### config.mk
export PLATFORM = sky130hd
export DESIGN_NAME = stream_pattern_replace_flat
export DESIGN_NICKNAME = d
export VERILOG_FILES = /design/src/rtl/spr_pkg.sv /design/src/rtl/spr_if.sv /design/src/rtl/spr_cell.sv /design/src/rtl/spr_out_buf.sv /design/src/rtl/stream_pattern_replace.sv /design/src/flat_wrapper.sv
export SDC_FILE = /design/constraint.sdc
export NUM_CORES = 1
export LEC_CHECK = 0
export BUFFER_PORTS_ARGS = -buffer_cell sky130_fd_sc_hd__buf_4
export CAP_MARGIN = 25
export CORE_MARGIN = 5
export CORE_UTILIZATION = 30
export DETAILED_ROUTE_END_ITERATION = 8
export GPL_ROUTABILITY_DRIVEN = 0
export GPL_TIMING_DRIVEN = 0
export HOLD_SLACK_MARGIN = 0.05
export MAX_ROUTING_LAYER = met4
export RECOVER_POWER = 25
export SLEW_MARGIN = 25
export SYNTH_ARGS = -nofsm -noshare
export SYNTH_HDL_FRONTEND = slang
export SYNTH_SLANG_ARGS = --single-unit
export TNS_END_PERCENT = 30
### constraint.sdc
create_clock -name clk -period 7.4 [get_ports clk]
set_input_delay 0.37 -clock clk [delete_from_list [all_inputs] [get_ports clk]]
set_output_delay 0.37 -clock clk [all_outputs]
set_load 0.01 [all_outputs]
### src/rtl/spr_pkg.sv
// Package: types and constants of the stream find-and-replace block.
`timescale 1ns / 1ps
package spr_pkg;

    localparam int BYTE_W    = 8;
    localparam int LEN_W     = 4;
    localparam int CFG_W     = 64;
    localparam int BIDX_W    = 3;
    localparam int CFG_IDX_W = 2;
    localparam int LEN_CAP   = 8;

    typedef enum logic [CFG_IDX_W-1:0] {
        CFG_PATTERN_BYTES      = 2'd0,
        CFG_PATTERN_LENGTH     = 2'd1,
        CFG_REPLACEMENT_BYTES  = 2'd2,
        CFG_REPLACEMENT_LENGTH = 2'd3
    } spr_cfg_idx_t;

    // Per-cell control from the sequencer.
    typedef struct packed {
        logic insert;
        logic shift;
        logic active;
    } spr_cell_ctl_t;

    // Work still owed for the request in flight.
    typedef struct packed {
        logic [1:0]        pops;
        logic [LEN_W-1:0]  rep_rem;
        logic [BIDX_W-1:0] rep_idx;
        logic              flush;
    } spr_plan_t;

    typedef struct packed {
        logic [BYTE_W-1:0] out_byte;
        logic              has_byte;
        logic              out_last;
    } spr_result_t;

endpackage

### src/rtl/spr_if.sv
// Interfaces: input byte channel and result channel.
`timescale 1ns / 1ps
interface spr_in_if;
    logic                      valid;
    logic                      ready;
    logic [spr_pkg::BYTE_W-1:0] in_byte;
    logic                      in_last;

    modport source (output valid, output in_byte, output in_last, input ready);
    modport sink   (input valid, input in_byte, input in_last, output ready);
endinterface

interface spr_out_if;
    logic                      valid;
    logic                      ready;
    logic [spr_pkg::BYTE_W-1:0] out_byte;
    logic                      has_byte;
    logic                      out_last;

    modport source (output valid, output out_byte, output has_byte, output out_last,
                    input ready);
    modport sink   (input valid, input out_byte, input has_byte, input out_last,
                    output ready);
endinterface

### src/rtl/spr_cell.sv
// One window cell: holds a byte, shifts toward the head, compares to its pattern byte.
`timescale 1ns / 1ps
module spr_cell (
    input  logic                          clk,
    input  spr_pkg::spr_cell_ctl_t        ctl,
    input  logic [spr_pkg::BYTE_W-1:0]    in_byte,
    input  logic [spr_pkg::BYTE_W-1:0]    nb_view,
    input  logic [spr_pkg::BYTE_W-1:0]    pat_byte,
    input  logic                          match_in,
    output logic [spr_pkg::BYTE_W-1:0]    view,
    output logic                          match_out
);
    import spr_pkg::*;

    logic [BYTE_W-1:0] byte_reg;
    logic [BYTE_W-1:0] byte_next;

    // The incoming byte lands here in the same cycle it is seen.
    assign view      = ctl.insert ? in_byte : byte_reg;
    assign match_out = match_in && (!ctl.active || (view == pat_byte));
    assign byte_next = ctl.shift ? nb_view : view;

    always_ff @(posedge clk)
    begin
        byte_reg <= byte_next;
    end

endmodule

### src/rtl/spr_out_buf.sv
// Two-entry result buffer that decouples the sequencer from the result channel.
`timescale 1ns / 1ps
module spr_out_buf (
    input  logic                 clk,
    input  logic                 rst_n,
    input  logic                 push,
    input  spr_pkg::spr_result_t push_data,
    output logic                 full,
    spr_out_if.source            result
);
    import spr_pkg::*;

    spr_result_t entry_reg [2];
    logic        wr_ptr_reg;
    logic        wr_ptr_next;
    logic        rd_ptr_reg;
    logic        rd_ptr_next;
    logic [1:0]  fill_reg;
    logic [1:0]  fill_next;
    logic        pop;

    assign pop             = result.valid && result.ready;
    assign result.valid    = (fill_reg != 2'd0);
    assign result.out_byte = entry_reg[rd_ptr_reg].out_byte;
    assign result.has_byte = entry_reg[rd_ptr_reg].has_byte;
    assign result.out_last = entry_reg[rd_ptr_reg].out_last;
    assign full            = (fill_reg == 2'd2);

    always_comb
    begin
        wr_ptr_next = push ? ~wr_ptr_reg : wr_ptr_reg;
        rd_ptr_next = pop ? ~rd_ptr_reg : rd_ptr_reg;
        fill_next   = fill_reg + {1'b0, push} - {1'b0, pop};
    end

    always_ff @(posedge clk)
    begin
        if (push)
        begin
            entry_reg[wr_ptr_reg] <= push_data;
        end
    end

    always_ff @(posedge clk or negedge rst_n)
    begin
        if (!rst_n)
        begin
            wr_ptr_reg <= 1'b0;
            rd_ptr_reg <= 1'b0;
            fill_reg   <= 2'd0;
        end
        else
        begin
            wr_ptr_reg <= wr_ptr_next;
            rd_ptr_reg <= rd_ptr_next;
            fill_reg   <= fill_next;
        end
    end

endmodule

### src/rtl/stream_pattern_replace.sv
// Top level: streaming find-and-replace over a byte string.
//
//   channel  | dir | handshake     | payload
//   ---------+-----+---------------+------------------------------------
//   text     | in  | valid/ready   | in_byte[7:0], in_last
//   result   | out | valid/ready   | out_byte[7:0], has_byte, out_last
//   cfg      | in  | cfg_we        | cfg_index[1:0], cfg_data[63:0]
//
// The sequencer writes the results of a request into the result buffer, one
// per cycle while the buffer has room; under the same condition a plain byte
// (at most one result) goes through at one request per cycle.
// Reset clears the window count, the pending work and the registers
// (pattern length 1); window bytes are never read before they are written.
// A stalled result channel fills the two-entry buffer, then holds text.ready low once a request owes results.
`timescale 1ns / 1ps
module stream_pattern_replace #(
    parameter int MAX_PATTERN     = 8,
    parameter int MAX_REPLACEMENT = 8
) (
    input  logic                            clk,
    input  logic                            rst_n,
    input  logic                            cfg_we,
    input  logic [spr_pkg::CFG_IDX_W-1:0]   cfg_index,
    input  logic [spr_pkg::CFG_W-1:0]       cfg_data,
    spr_in_if.sink                          text,
    spr_out_if.source                       result
);
    import spr_pkg::*;

    // The window never holds more bytes than the longest usable pattern.
    localparam int PAT_CAP   = (MAX_PATTERN < LEN_CAP) ? MAX_PATTERN : LEN_CAP;
    localparam int REP_CAP   = (MAX_REPLACEMENT < LEN_CAP) ? MAX_REPLACEMENT : LEN_CAP;
    localparam int WIN_DEPTH = PAT_CAP;

    // Configuration registers.
    logic [CFG_W-1:0] pattern_bytes_reg;
    logic [LEN_W-1:0] pattern_length_reg;
    logic [CFG_W-1:0] replacement_bytes_reg;
    logic [LEN_W-1:0] replacement_length_reg;

    // Sequencer state.
    logic [LEN_W-1:0] count_reg;
    logic [LEN_W-1:0] count_next;
    spr_plan_t        plan_reg;
    spr_plan_t        plan_next;

    logic [LEN_W-1:0] plen;
    logic [LEN_W-1:0] rlen;
    logic             busy;
    logic             acc;
    logic             buf_full;
    logic             shift;
    logic             match;
    logic             push;
    spr_result_t      push_data;

    logic [BYTE_W-1:0] view [WIN_DEPTH];
    logic              chain [WIN_DEPTH+1];
    spr_cell_ctl_t     cell_ctl [WIN_DEPTH];

    // ---------------------------------------------------------------------
    // Configuration writes; lengths are cut to what the hardware supports.
    // ---------------------------------------------------------------------
    always_ff @(posedge clk or negedge rst_n)
    begin
        if (!rst_n)
        begin
            pattern_bytes_reg      <= '0;
            pattern_length_reg     <= LEN_W'(1);
            replacement_bytes_reg  <= '0;
            replacement_length_reg <= '0;
        end
        else if (cfg_we)
        begin
            case (spr_cfg_idx_t'(cfg_index))
                CFG_PATTERN_BYTES:      pattern_bytes_reg      <= cfg_data;
                CFG_PATTERN_LENGTH:     pattern_length_reg     <= cfg_data[LEN_W-1:0];
                CFG_REPLACEMENT_BYTES:  replacement_bytes_reg  <= cfg_data;
                CFG_REPLACEMENT_LENGTH: replacement_length_reg <= cfg_data[LEN_W-1:0];
                default: ;
            endcase
        end
    end

    assign plen = (pattern_length_reg > LEN_W'(PAT_CAP)) ? LEN_W'(PAT_CAP)
                                                         : pattern_length_reg;
    assign rlen = (replacement_length_reg > LEN_W'(REP_CAP)) ? LEN_W'(REP_CAP)
                                                             : replacement_length_reg;

    // Take a new request only once every result of the last one is queued.
    assign busy       = (plan_reg.pops != 2'd0) || (plan_reg.rep_rem != '0) || plan_reg.flush;
    assign text.ready = !busy;
    assign acc        = text.valid && text.ready;

    // ---------------------------------------------------------------------
    // Window: a row of cells. The new byte lands at the fill position, a
    // pop moves every byte one cell toward the head, and the compare result
    // ripples along the row.
    // ---------------------------------------------------------------------
    assign chain[0] = 1'b1;
    assign match    = chain[WIN_DEPTH];

    for (genvar i = 0; i < WIN_DEPTH; i++)
    begin : g_cell
        logic [BYTE_W-1:0] nb_view;

        if (i == WIN_DEPTH - 1)
        begin : g_tail
            assign nb_view = '0;
        end
        else
        begin : g_body
            assign nb_view = view[i+1];
        end

        assign cell_ctl[i].insert = acc && (count_reg == LEN_W'(i));
        assign cell_ctl[i].shift  = shift;
        assign cell_ctl[i].active = (LEN_W'(i) < plen);

        spr_cell u_cell (
            .clk       (clk),
            .ctl       (cell_ctl[i]),
            .in_byte   (text.in_byte),
            .nb_view   (nb_view),
            .pat_byte  (pattern_bytes_reg[BYTE_W*i +: BYTE_W]),
            .match_in  (chain[i]),
            .view      (view[i]),
            .match_out (chain[i+1])
        );
    end

    // ---------------------------------------------------------------------
    // Sequencer: plan the work of a fresh request, then run one step of the
    // current plan per cycle while the result buffer has room.
    // Step order: pending pops, replacement bytes, flush pops, end marker.
    // ---------------------------------------------------------------------
    always_comb
    begin
        logic [LEN_W-1:0] c1;
        logic [LEN_W-1:0] excess;
        logic [LEN_W-1:0] count_cur;
        spr_plan_t        plan_cur;
        logic             do_pop;
        logic             do_rep;
        logic             do_mark;
        logic             can_emit;

        c1        = count_reg + LEN_W'(1);
        excess    = c1 - plen;
        count_cur = count_reg;
        plan_cur  = plan_reg;
        do_pop    = 1'b0;
        do_rep    = 1'b0;
        do_mark   = 1'b0;
        can_emit  = !buf_full;

        if (acc)
        begin
            plan_cur.pops    = 2'd0;
            plan_cur.rep_rem = '0;
            plan_cur.rep_idx = '0;
            plan_cur.flush   = text.in_last;
            count_cur        = c1;
            if (c1 > plen)
            begin
                // Window outgrew a shortened pattern: drop up to two bytes.
                plan_cur.pops = (excess > LEN_W'(1)) ? 2'd2 : 2'd1;
            end
            else if (c1 == plen)
            begin
                if (match)
                begin
                    plan_cur.rep_rem = rlen;
                    count_cur        = '0;
                end
                else
                begin
                    plan_cur.pops = 2'd1;
                end
            end
        end

        if (can_emit)
        begin
            if (plan_cur.pops != 2'd0)
            begin
                do_pop = 1'b1;
            end
            else if (plan_cur.rep_rem != '0)
            begin
                do_rep = 1'b1;
            end
            else if (plan_cur.flush)
            begin
                if (count_cur != '0)
                begin
                    do_pop = 1'b1;
                end
                else
                begin
                    do_mark = 1'b1;
                end
            end
        end

        plan_next  = plan_cur;
        count_next = count_cur - LEN_W'(do_pop);
        if (do_pop && (plan_cur.pops != 2'd0))
        begin
            plan_next.pops = plan_cur.pops - 2'd1;
        end
        if (do_rep)
        begin
            plan_next.rep_rem = plan_cur.rep_rem - LEN_W'(1);
            plan_next.rep_idx = plan_cur.rep_idx + BIDX_W'(1);
        end

        push               = do_pop || do_rep || do_mark;
        shift              = do_pop;
        push_data.has_byte = !do_mark;
        push_data.out_byte = do_pop ? view[0]
                           : do_rep ? replacement_bytes_reg[{plan_cur.rep_idx, 3'b000} +: BYTE_W]
                           : '0;
        // Mark the final result of the string and end the flush with it.
        push_data.out_last = plan_cur.flush && (plan_next.pops == 2'd0)
                          && (plan_next.rep_rem == '0) && (count_next == '0);
        if (push && push_data.out_last)
        begin
            plan_next.flush = 1'b0;
        end
    end

    always_ff @(posedge clk or negedge rst_n)
    begin
        if (!rst_n)
        begin
            count_reg <= '0;
            plan_reg  <= '0;
        end
        else
        begin
            count_reg <= count_next;
            plan_reg  <= plan_next;
        end
    end

    spr_out_buf u_out_buf (
        .clk       (clk),
        .rst_n     (rst_n),
        .push      (push),
        .push_data (push_data),
        .full      (buf_full),
        .result    (result)
    );

endmodule

### src/flat_wrapper.sv
// flat-port wrapper written by rule: the top's interface ports become plain ports
module stream_pattern_replace_flat import spr_pkg::*;
#(
    parameter int MAX_PATTERN     = 8,
    parameter int MAX_REPLACEMENT = 8
)
  (clk, rst_n, cfg_we, cfg_index, cfg_data, text_valid, text_in_byte, text_in_last, text_ready, result_valid, result_out_byte, result_has_byte, result_out_last, result_ready);
  spr_in_if text_i ();
  spr_out_if result_i ();
  input  logic clk;
  input  logic rst_n;
  input  logic cfg_we;
  input  logic [spr_pkg::CFG_IDX_W-1:0] cfg_index;
  input  logic [spr_pkg::CFG_W-1:0] cfg_data;
  input wire logic [$bits(text_i.valid)-1:0] text_valid;
  input wire logic [$bits(text_i.in_byte)-1:0] text_in_byte;
  input wire logic [$bits(text_i.in_last)-1:0] text_in_last;
  output wire logic [$bits(text_i.ready)-1:0] text_ready;
  output wire logic [$bits(result_i.valid)-1:0] result_valid;
  output wire logic [$bits(result_i.out_byte)-1:0] result_out_byte;
  output wire logic [$bits(result_i.has_byte)-1:0] result_has_byte;
  output wire logic [$bits(result_i.out_last)-1:0] result_out_last;
  input wire logic [$bits(result_i.ready)-1:0] result_ready;
  assign text_i.valid = text_valid;
  assign text_i.in_byte = text_in_byte;
  assign text_i.in_last = text_in_last;
  assign text_ready = text_i.ready;
  assign result_valid = result_i.valid;
  assign result_out_byte = result_i.out_byte;
  assign result_has_byte = result_i.has_byte;
  assign result_out_last = result_i.out_last;
  assign result_i.ready = result_ready;
  stream_pattern_replace #(.MAX_PATTERN(MAX_PATTERN), .MAX_REPLACEMENT(MAX_REPLACEMENT)) u_core (.clk(clk), .rst_n(rst_n), .cfg_we(cfg_we), .cfg_index(cfg_index), .cfg_data(cfg_data), .text(text_i), .result(result_i));
endmodule
Yosys cells after proc, flatten, opt, wreduce, memory -nomap -nowiden

Memories as Yosys holds them, arrays and structs flattened.
Cells that the tools add are included.

Add/subtract/negate cells: 8
Magnitude comparators: 12
Eq/ne operators: 20
Shifts and indexed selects: 1
Muxes and demuxes: 48
Bitwise gates (word level): 2
Reductions and logical operators: 59

Operator list:

| kind                                                 | count |
|---|---|
| two-way mux 8 bit                                    | 17 |
| == test 8 bit                                        | 8 |
| indexed part select 64 x 7 -> 8 bit                  | 1 |
| two-way mux 4 bit                                    | 8 |
| logical AND 1 bit                                    | 22 |
| two-way mux 1 bit                                    | 17 |
| == test 4 x 3 -> 1 bit, second input constant        | 4 |
| < comparator 3 x 4 -> 1 bit, first input constant    | 4 |
| zero test 4 bit                                      | 3 |
| logical OR 1 bit                                     | 12 |
| nonzero test 4 bit                                   | 3 |
| zero test 1 bit                                      | 10 |
| two-way mux 10 bit                                   | 1 |
| == test 4 x 2 -> 1 bit, second input constant        | 2 |
| greater-than comparator 4 bit, second input constant | 2 |
| < comparator 1 x 4 -> 1 bit, first input constant    | 2 |
| < comparator 2 x 4 -> 1 bit, first input constant    | 2 |
| AND reduction 2 bit                                  | 4 |
| two-way mux 7 bit                                    | 1 |
| == test 2 bit, second input constant                 | 3 |
| two-way mux 2 bit                                    | 3 |
| nonzero test 2 bit                                   | 3 |
| two-way mux 5 bit                                    | 1 |
| adder 4 x 1 -> 4 bit, second input constant          | 1 |
| 14 further kinds                                     | 16 |

Bits in registers: 218
RAM bits: 20
Bits of input ports: 80
Logic and storage cells: 171
Memories kept: 1

Memory list:

| name                       | depth | bits a word | rd ports | clocked after Yosys merged registers in | write ports | line              | RTL |
|---|---|---|---|---|---|---|---|
| u_core.u_out_buf.entry_reg | 2     | 10          | 1        | 0                                       | 1           | spr_out_buf.sv:13 | `spr_result_t entry_reg [2];` |

Longest topological paths before layout

Depth in word-level cells: 34
Gate-level depth with buffers: 28
Mapped depth without buffers: 25

By module

A second synthesis with hierarchy kept.

Cell total of the unflattened synthesis: 902
Area total of the unflattened synthesis: 12076.6 um^2

Modules (own cells, without submodules):

| module                 | instances | cells each | area each (um^2) | sequential area each (um^2) |
|---|---|---|---|---|
| stream_pattern_replace | 1         | 550        | 7224.4           | 3754.9 |
| spr_cell               | 8         | 38         | 486.7            | 160.2 |
| spr_out_buf            | 1         | 48         | 958.4            | 700.7 |

Worst setup path after synthesis

OpenSTA, ideal clock, no wires.

Path kind: register to register
Start point: reg u_core.plan_reg[0] (netlist bit)
End point: mem u_core.u_out_buf.entry_reg[0][0] (netlist bit) (data pin)
Library setup time: 0.138 ns
Arrival: 5.644 ns
Required time: 7.262 ns
Path slack: 1.618 ns
Cell stages (with the launch flop): 27
Clock period less this slack: 5.782 ns
Cell sequence: dfrtp_1 -> or4_1 -> buf_6 -> nor4_4 -> buf_4 -> mux2i_1 -> nor2_1 -> or4_1 -> o22ai_1 -> a41oi_4 -> nor3_2 -> a31o_2 -> inv_1 -> ha_1 -> nand2_1 -> nor4_1 -> o31a_4 -> nor2_8 -> inv_4 -> buf_2 -> ha_1 -> ha_1 -> inv_1 -> or3_1 -> nor3_1 -> o2111a_1 -> o2111a_1

RTL lines:

| what                   | line                          | RTL |
|---|---|---|
| start, declared        | stream_pattern_replace.sv:44  | `spr_plan_t plan_reg;` |
| start signal, assigned | stream_pattern_replace.sv:243 | `plan_reg <= plan_next;` |
| end, declared          | spr_out_buf.sv:13             |  |

==> flow_summary.yaml <==
sta:
  max_slew_margin_pct: -142.6
  rsz0062_at_grt: "false"
  slew_viol_final: 157
  setup_viol_count_final: 0
  fin_crit_ns: 7.007
  fin_crit_sh_pct: 94.69
  max_clock_freq_ghz: 0.1427
  tightest_slew_ns: 3.639
  hold_viol: 0
  fin_tns_setup_ns: 0
  finClkSkew_ns: 0.01964
worst_setup_path:
  required_ns: 7.80
  end_kind: "register"
  cp_num_buf_inv: 5
  slowest_delay_ns: 0.68
  cp_slowest_cell: "or4_1"
  reg2reg_depth: 25
  cp-start-kind: "register"
  reg2reg_to: "u_core.u_out_buf.entry_reg[0][0]"
  cp_max_fo: 10
  rrSetupSlack_ns: 0.39
  cpLargestDelayFamily: "simple AND/OR/NAND/NOR gates"
  critical_path_class: "register to register"
  worstReg2RegStart: "u_core.plan_reg[7]"
  path_common_cell: "ha_1"
  arrival_ns: 7.41
die:
  die_h_um: 215.9
  core_um2: 41950
  io_pins: 92
  start_util_pct: 30.33
  die_area_um2: 46630
  die_w_um: 215.9
  num_rows: 75
clock_tree:
  numCtsBuffers: 26
  cts.path.max_buffers: 3
  cts-htree-levels: 1
  postCtsSetupRepairBufs: 0
  cts_tree: "yes"
  clock-sinks: 238
  cts_root_buf: "clkbuf_16"
  path_clk_slew_ns: 0.06
  clock_latency_ns: 0.57
yosys:
  syn_area_um2: 12720
  ys_async_sr_fraction_pct: 64.71
  syn_nets: 1272
  synth-main-ff-cell: "dfrtp_1"
  yosys.area.top_type_share_pct: 30.09
  synth.avg_cell_area_um2: 10.83
  yosysSeqAreaShare_pct: 45.09
  yosys.area.top_type: "dfrtp_1"
  synth-edff-count: 20
  ys_seq_elements: 238
  netlist_instances: 1175
  yosysWarningCount: 0
  synth_cell_types: 73
  ys_top_cells_by_area: "dfrtp_1 (30%), mux2_2 (13%), dfxtp_1 (10%), edfxtp_1 (4.7%), xnor2_1 (4.5%)"
grt:
  grt_pass1_vias: 9784
  use_met3_pct: 3.686
  use_met1_pct: 24.73
  grt_usage_pct: 17.60
  grt_use_met2_pct: 25.73
  antenna_found_initial: 0
  grt_start_max_net_pins: 94
  grt_remaining_overflow: 0
  busiest_layer: "met2"
  grt_pass1_wl_um: 61620
outcome:
  status: "finished, violations left"
  violations: "max-capacitance violations, max-slew violations"
power_and_ir_drop:
  p_per_area_nw_per_um2: 402.6
  p_leak_nw: 5.893
  irDropWorstVdd_v: 0.0002102
  p_total_mw: 6.070
final_layout:
  syn2layout_area_growth_pct: 18.51
  layout-drive-gt1-share_pct: 23.70
  antennaDiodeCount: 0
  fin_nets: 1403
detailed_routing:
  vias: 9976
  wirelength_um: 41260
  dr.first_iter.drc_count: 1003
  drt_first_pass_iters: 8
  wl_per_cell_um: 22.13
  final_antenna_net_count: 0
  routed_via_density: 5.352
  post-route-drc-count: 0
job:
  cap_violations: 2
placed_design:
  dpl.hpwl_um: 30950
  port_buffers: 84
min_path:
  hold_end: "u_core.pattern_bytes_reg[21]"
  min_path_type: "input pin to register"
  hold_path_startpoint: "cfg_data[21]"
  min_path_cells: 3
==> report_power, final <==
| group | leakage, nW | internal, mW | total, mW | switching, mW |
|---|---|---|---|---|
| clock network | 0.417 | 0.768 | 1.32 | 0.550 |
| registers | 2.55 | 1.78 | 2.17 | 0.390 |
| logic | 2.93 | 1.15 | 2.58 | 1.42 |
==> layer usage <==
layer / wire, µm / up-vias
li1: - / 4552
met1: 18950 / 4995
met2: 17980 / 365
met3: 3032 / 64
met4: 1285 / 0
met5: 0 / -
==> worst reg2reg max path, delay by kind of cell, from the launching register on <==
| family | cells | cell delay (ns) |
|---|---|---|
| muxes | 1 | 0.29 |
| and+or+nand+nor | 10 | 3.27 |
| adders and majority gates | 3 | 0.72 |
| DFF | 1 | 0.42 |
| AOI/OAI and AO/OA | 6 | 1.50 |
| buffers and inverters | 5 | 0.65 |
==> cells by family after synthesis <==
group / count (synthesis) / share of synthesized area [%]
buf+inv: 124 / 4.101
compound gates: 262 / 15.36
fa+ha+maj: 17 / 1.731
flops: 238 / 45.09
xor+xnor: 106 / 7.297
mux: 189 / 16.27
simple gates: 239 / 10.15
==> area by class of cell <==
cell class	instances	area [µm²]
buffer	68	310.3
clock buffer	36	739.5
clock inverter	11	118.9
fill	4132	26870
inverter	56	212.7
multi-input combinational	813	6477
sequential	238	5737
tap	539	674.4
timing repair buffer	103	808.3
==> what timing repair did <==
item                                    CTS  global route
endpoints found under the setup margin    0             3
hold endpoints to repair                 87             0
resized for setup                         0             2
hold buffers                             18             0
==> synthesized netlist by cell type, types with 3 or more instances <==
cell type	instances
o21ai_0	54
nor4_1	6
mux2_2	143
inv_1	54
o31ai_1	3
a211oi_1	10
or4_1	5
or3_1	5
mux2i_1	46
ha_1	16
nand2_1	44
xor2_1	40
nor4_2	3
or2_2	4
nand2b_1	4
nor3_1	15
a221oi_1	10
o32ai_1	11
o21ba_2	4
a21oi_1	45
nor2b_1	12
edfxtp_1	20
buf_1	3
a31oi_1	5
dfrtp_1	153
nand3_1	28
and2_1	8
o21a_1	31
o21ai_4	4
nor2_1	66
nor3_2	4
buf_2	7
nor4_4	3
o22ai_1	7
clkbuf_1	51
o211ai_1	16
dfxtp_1	64
buf_6	5
xnor2_1	66
a222oi_1	8
nand4_1	22
o32a_1	30
==> layout by cell type (no fill, tap or decap), types with 18 or more instances in the layout <==
cell type	synthesis	layout
a21oi_1	45	45
buf_4	2	84
clkbuf_1	51	58
clkbuf_16	0	27
dfrtp_1	153	153
dfxtp_1	64	64
dlygate4sd3_1	0	18
edfxtp_1	20	20
inv_1	54	54
mux2_2	143	143
mux2i_1	46	46
nand2_1	44	44
nand3_1	28	28
nand4_1	22	22
nor2_1	66	66
o21a_1	31	31
o21ai_0	54	54
o32a_1	30	30
xnor2_1	66	66
xor2_1	40	40
==> how the worst max path moves through the flow <==
stage / end / start / cells after the start / slack [ns]
3_5_place_dp: u_core.u_out_buf.entry_reg[1][0] / text_in_byte[7] / 26 / 0.15
3_3_place_gp: u_core.u_out_buf.entry_reg[1][0] / text_in_byte[7] / 26 / 0.19
6_report: u_core.u_out_buf.entry_reg[0][0] / u_core.plan_reg[7] / 25 / 0.39
5_1_grt: u_core.u_out_buf.entry_reg[0][0] / u_core.plan_reg[7] / 26 / 0.03
2_1_floorplan: u_core.u_out_buf.entry_reg[0][0] / u_core.plan_reg[0] / 26 / 1.62
4_1_cts: u_core.u_out_buf.entry_reg[0][0] / u_core.plan_reg[7] / 25 / 0.24
==> metrics by stage <==
step           utilization (%)  area (µm²)  cells  hold slack [ns]  setup slack [ns]
6_report                 35.95       15080   1864          0.06108            0.3932
5_1_grt                  35.95       15080   1864          0.05840           0.03366
4_1_cts                  36.01       15100   1864          0.05045            0.2424
3_5_place_dp             33.53       14060   1799           0.3575            0.1520
3_3_place_gp             33.44       14030   1798           0.4765            0.1900
2_1_floorplan                -       12720   1175          0.07441             1.618
No activity file was read; power rests on OpenSTA's default activity.
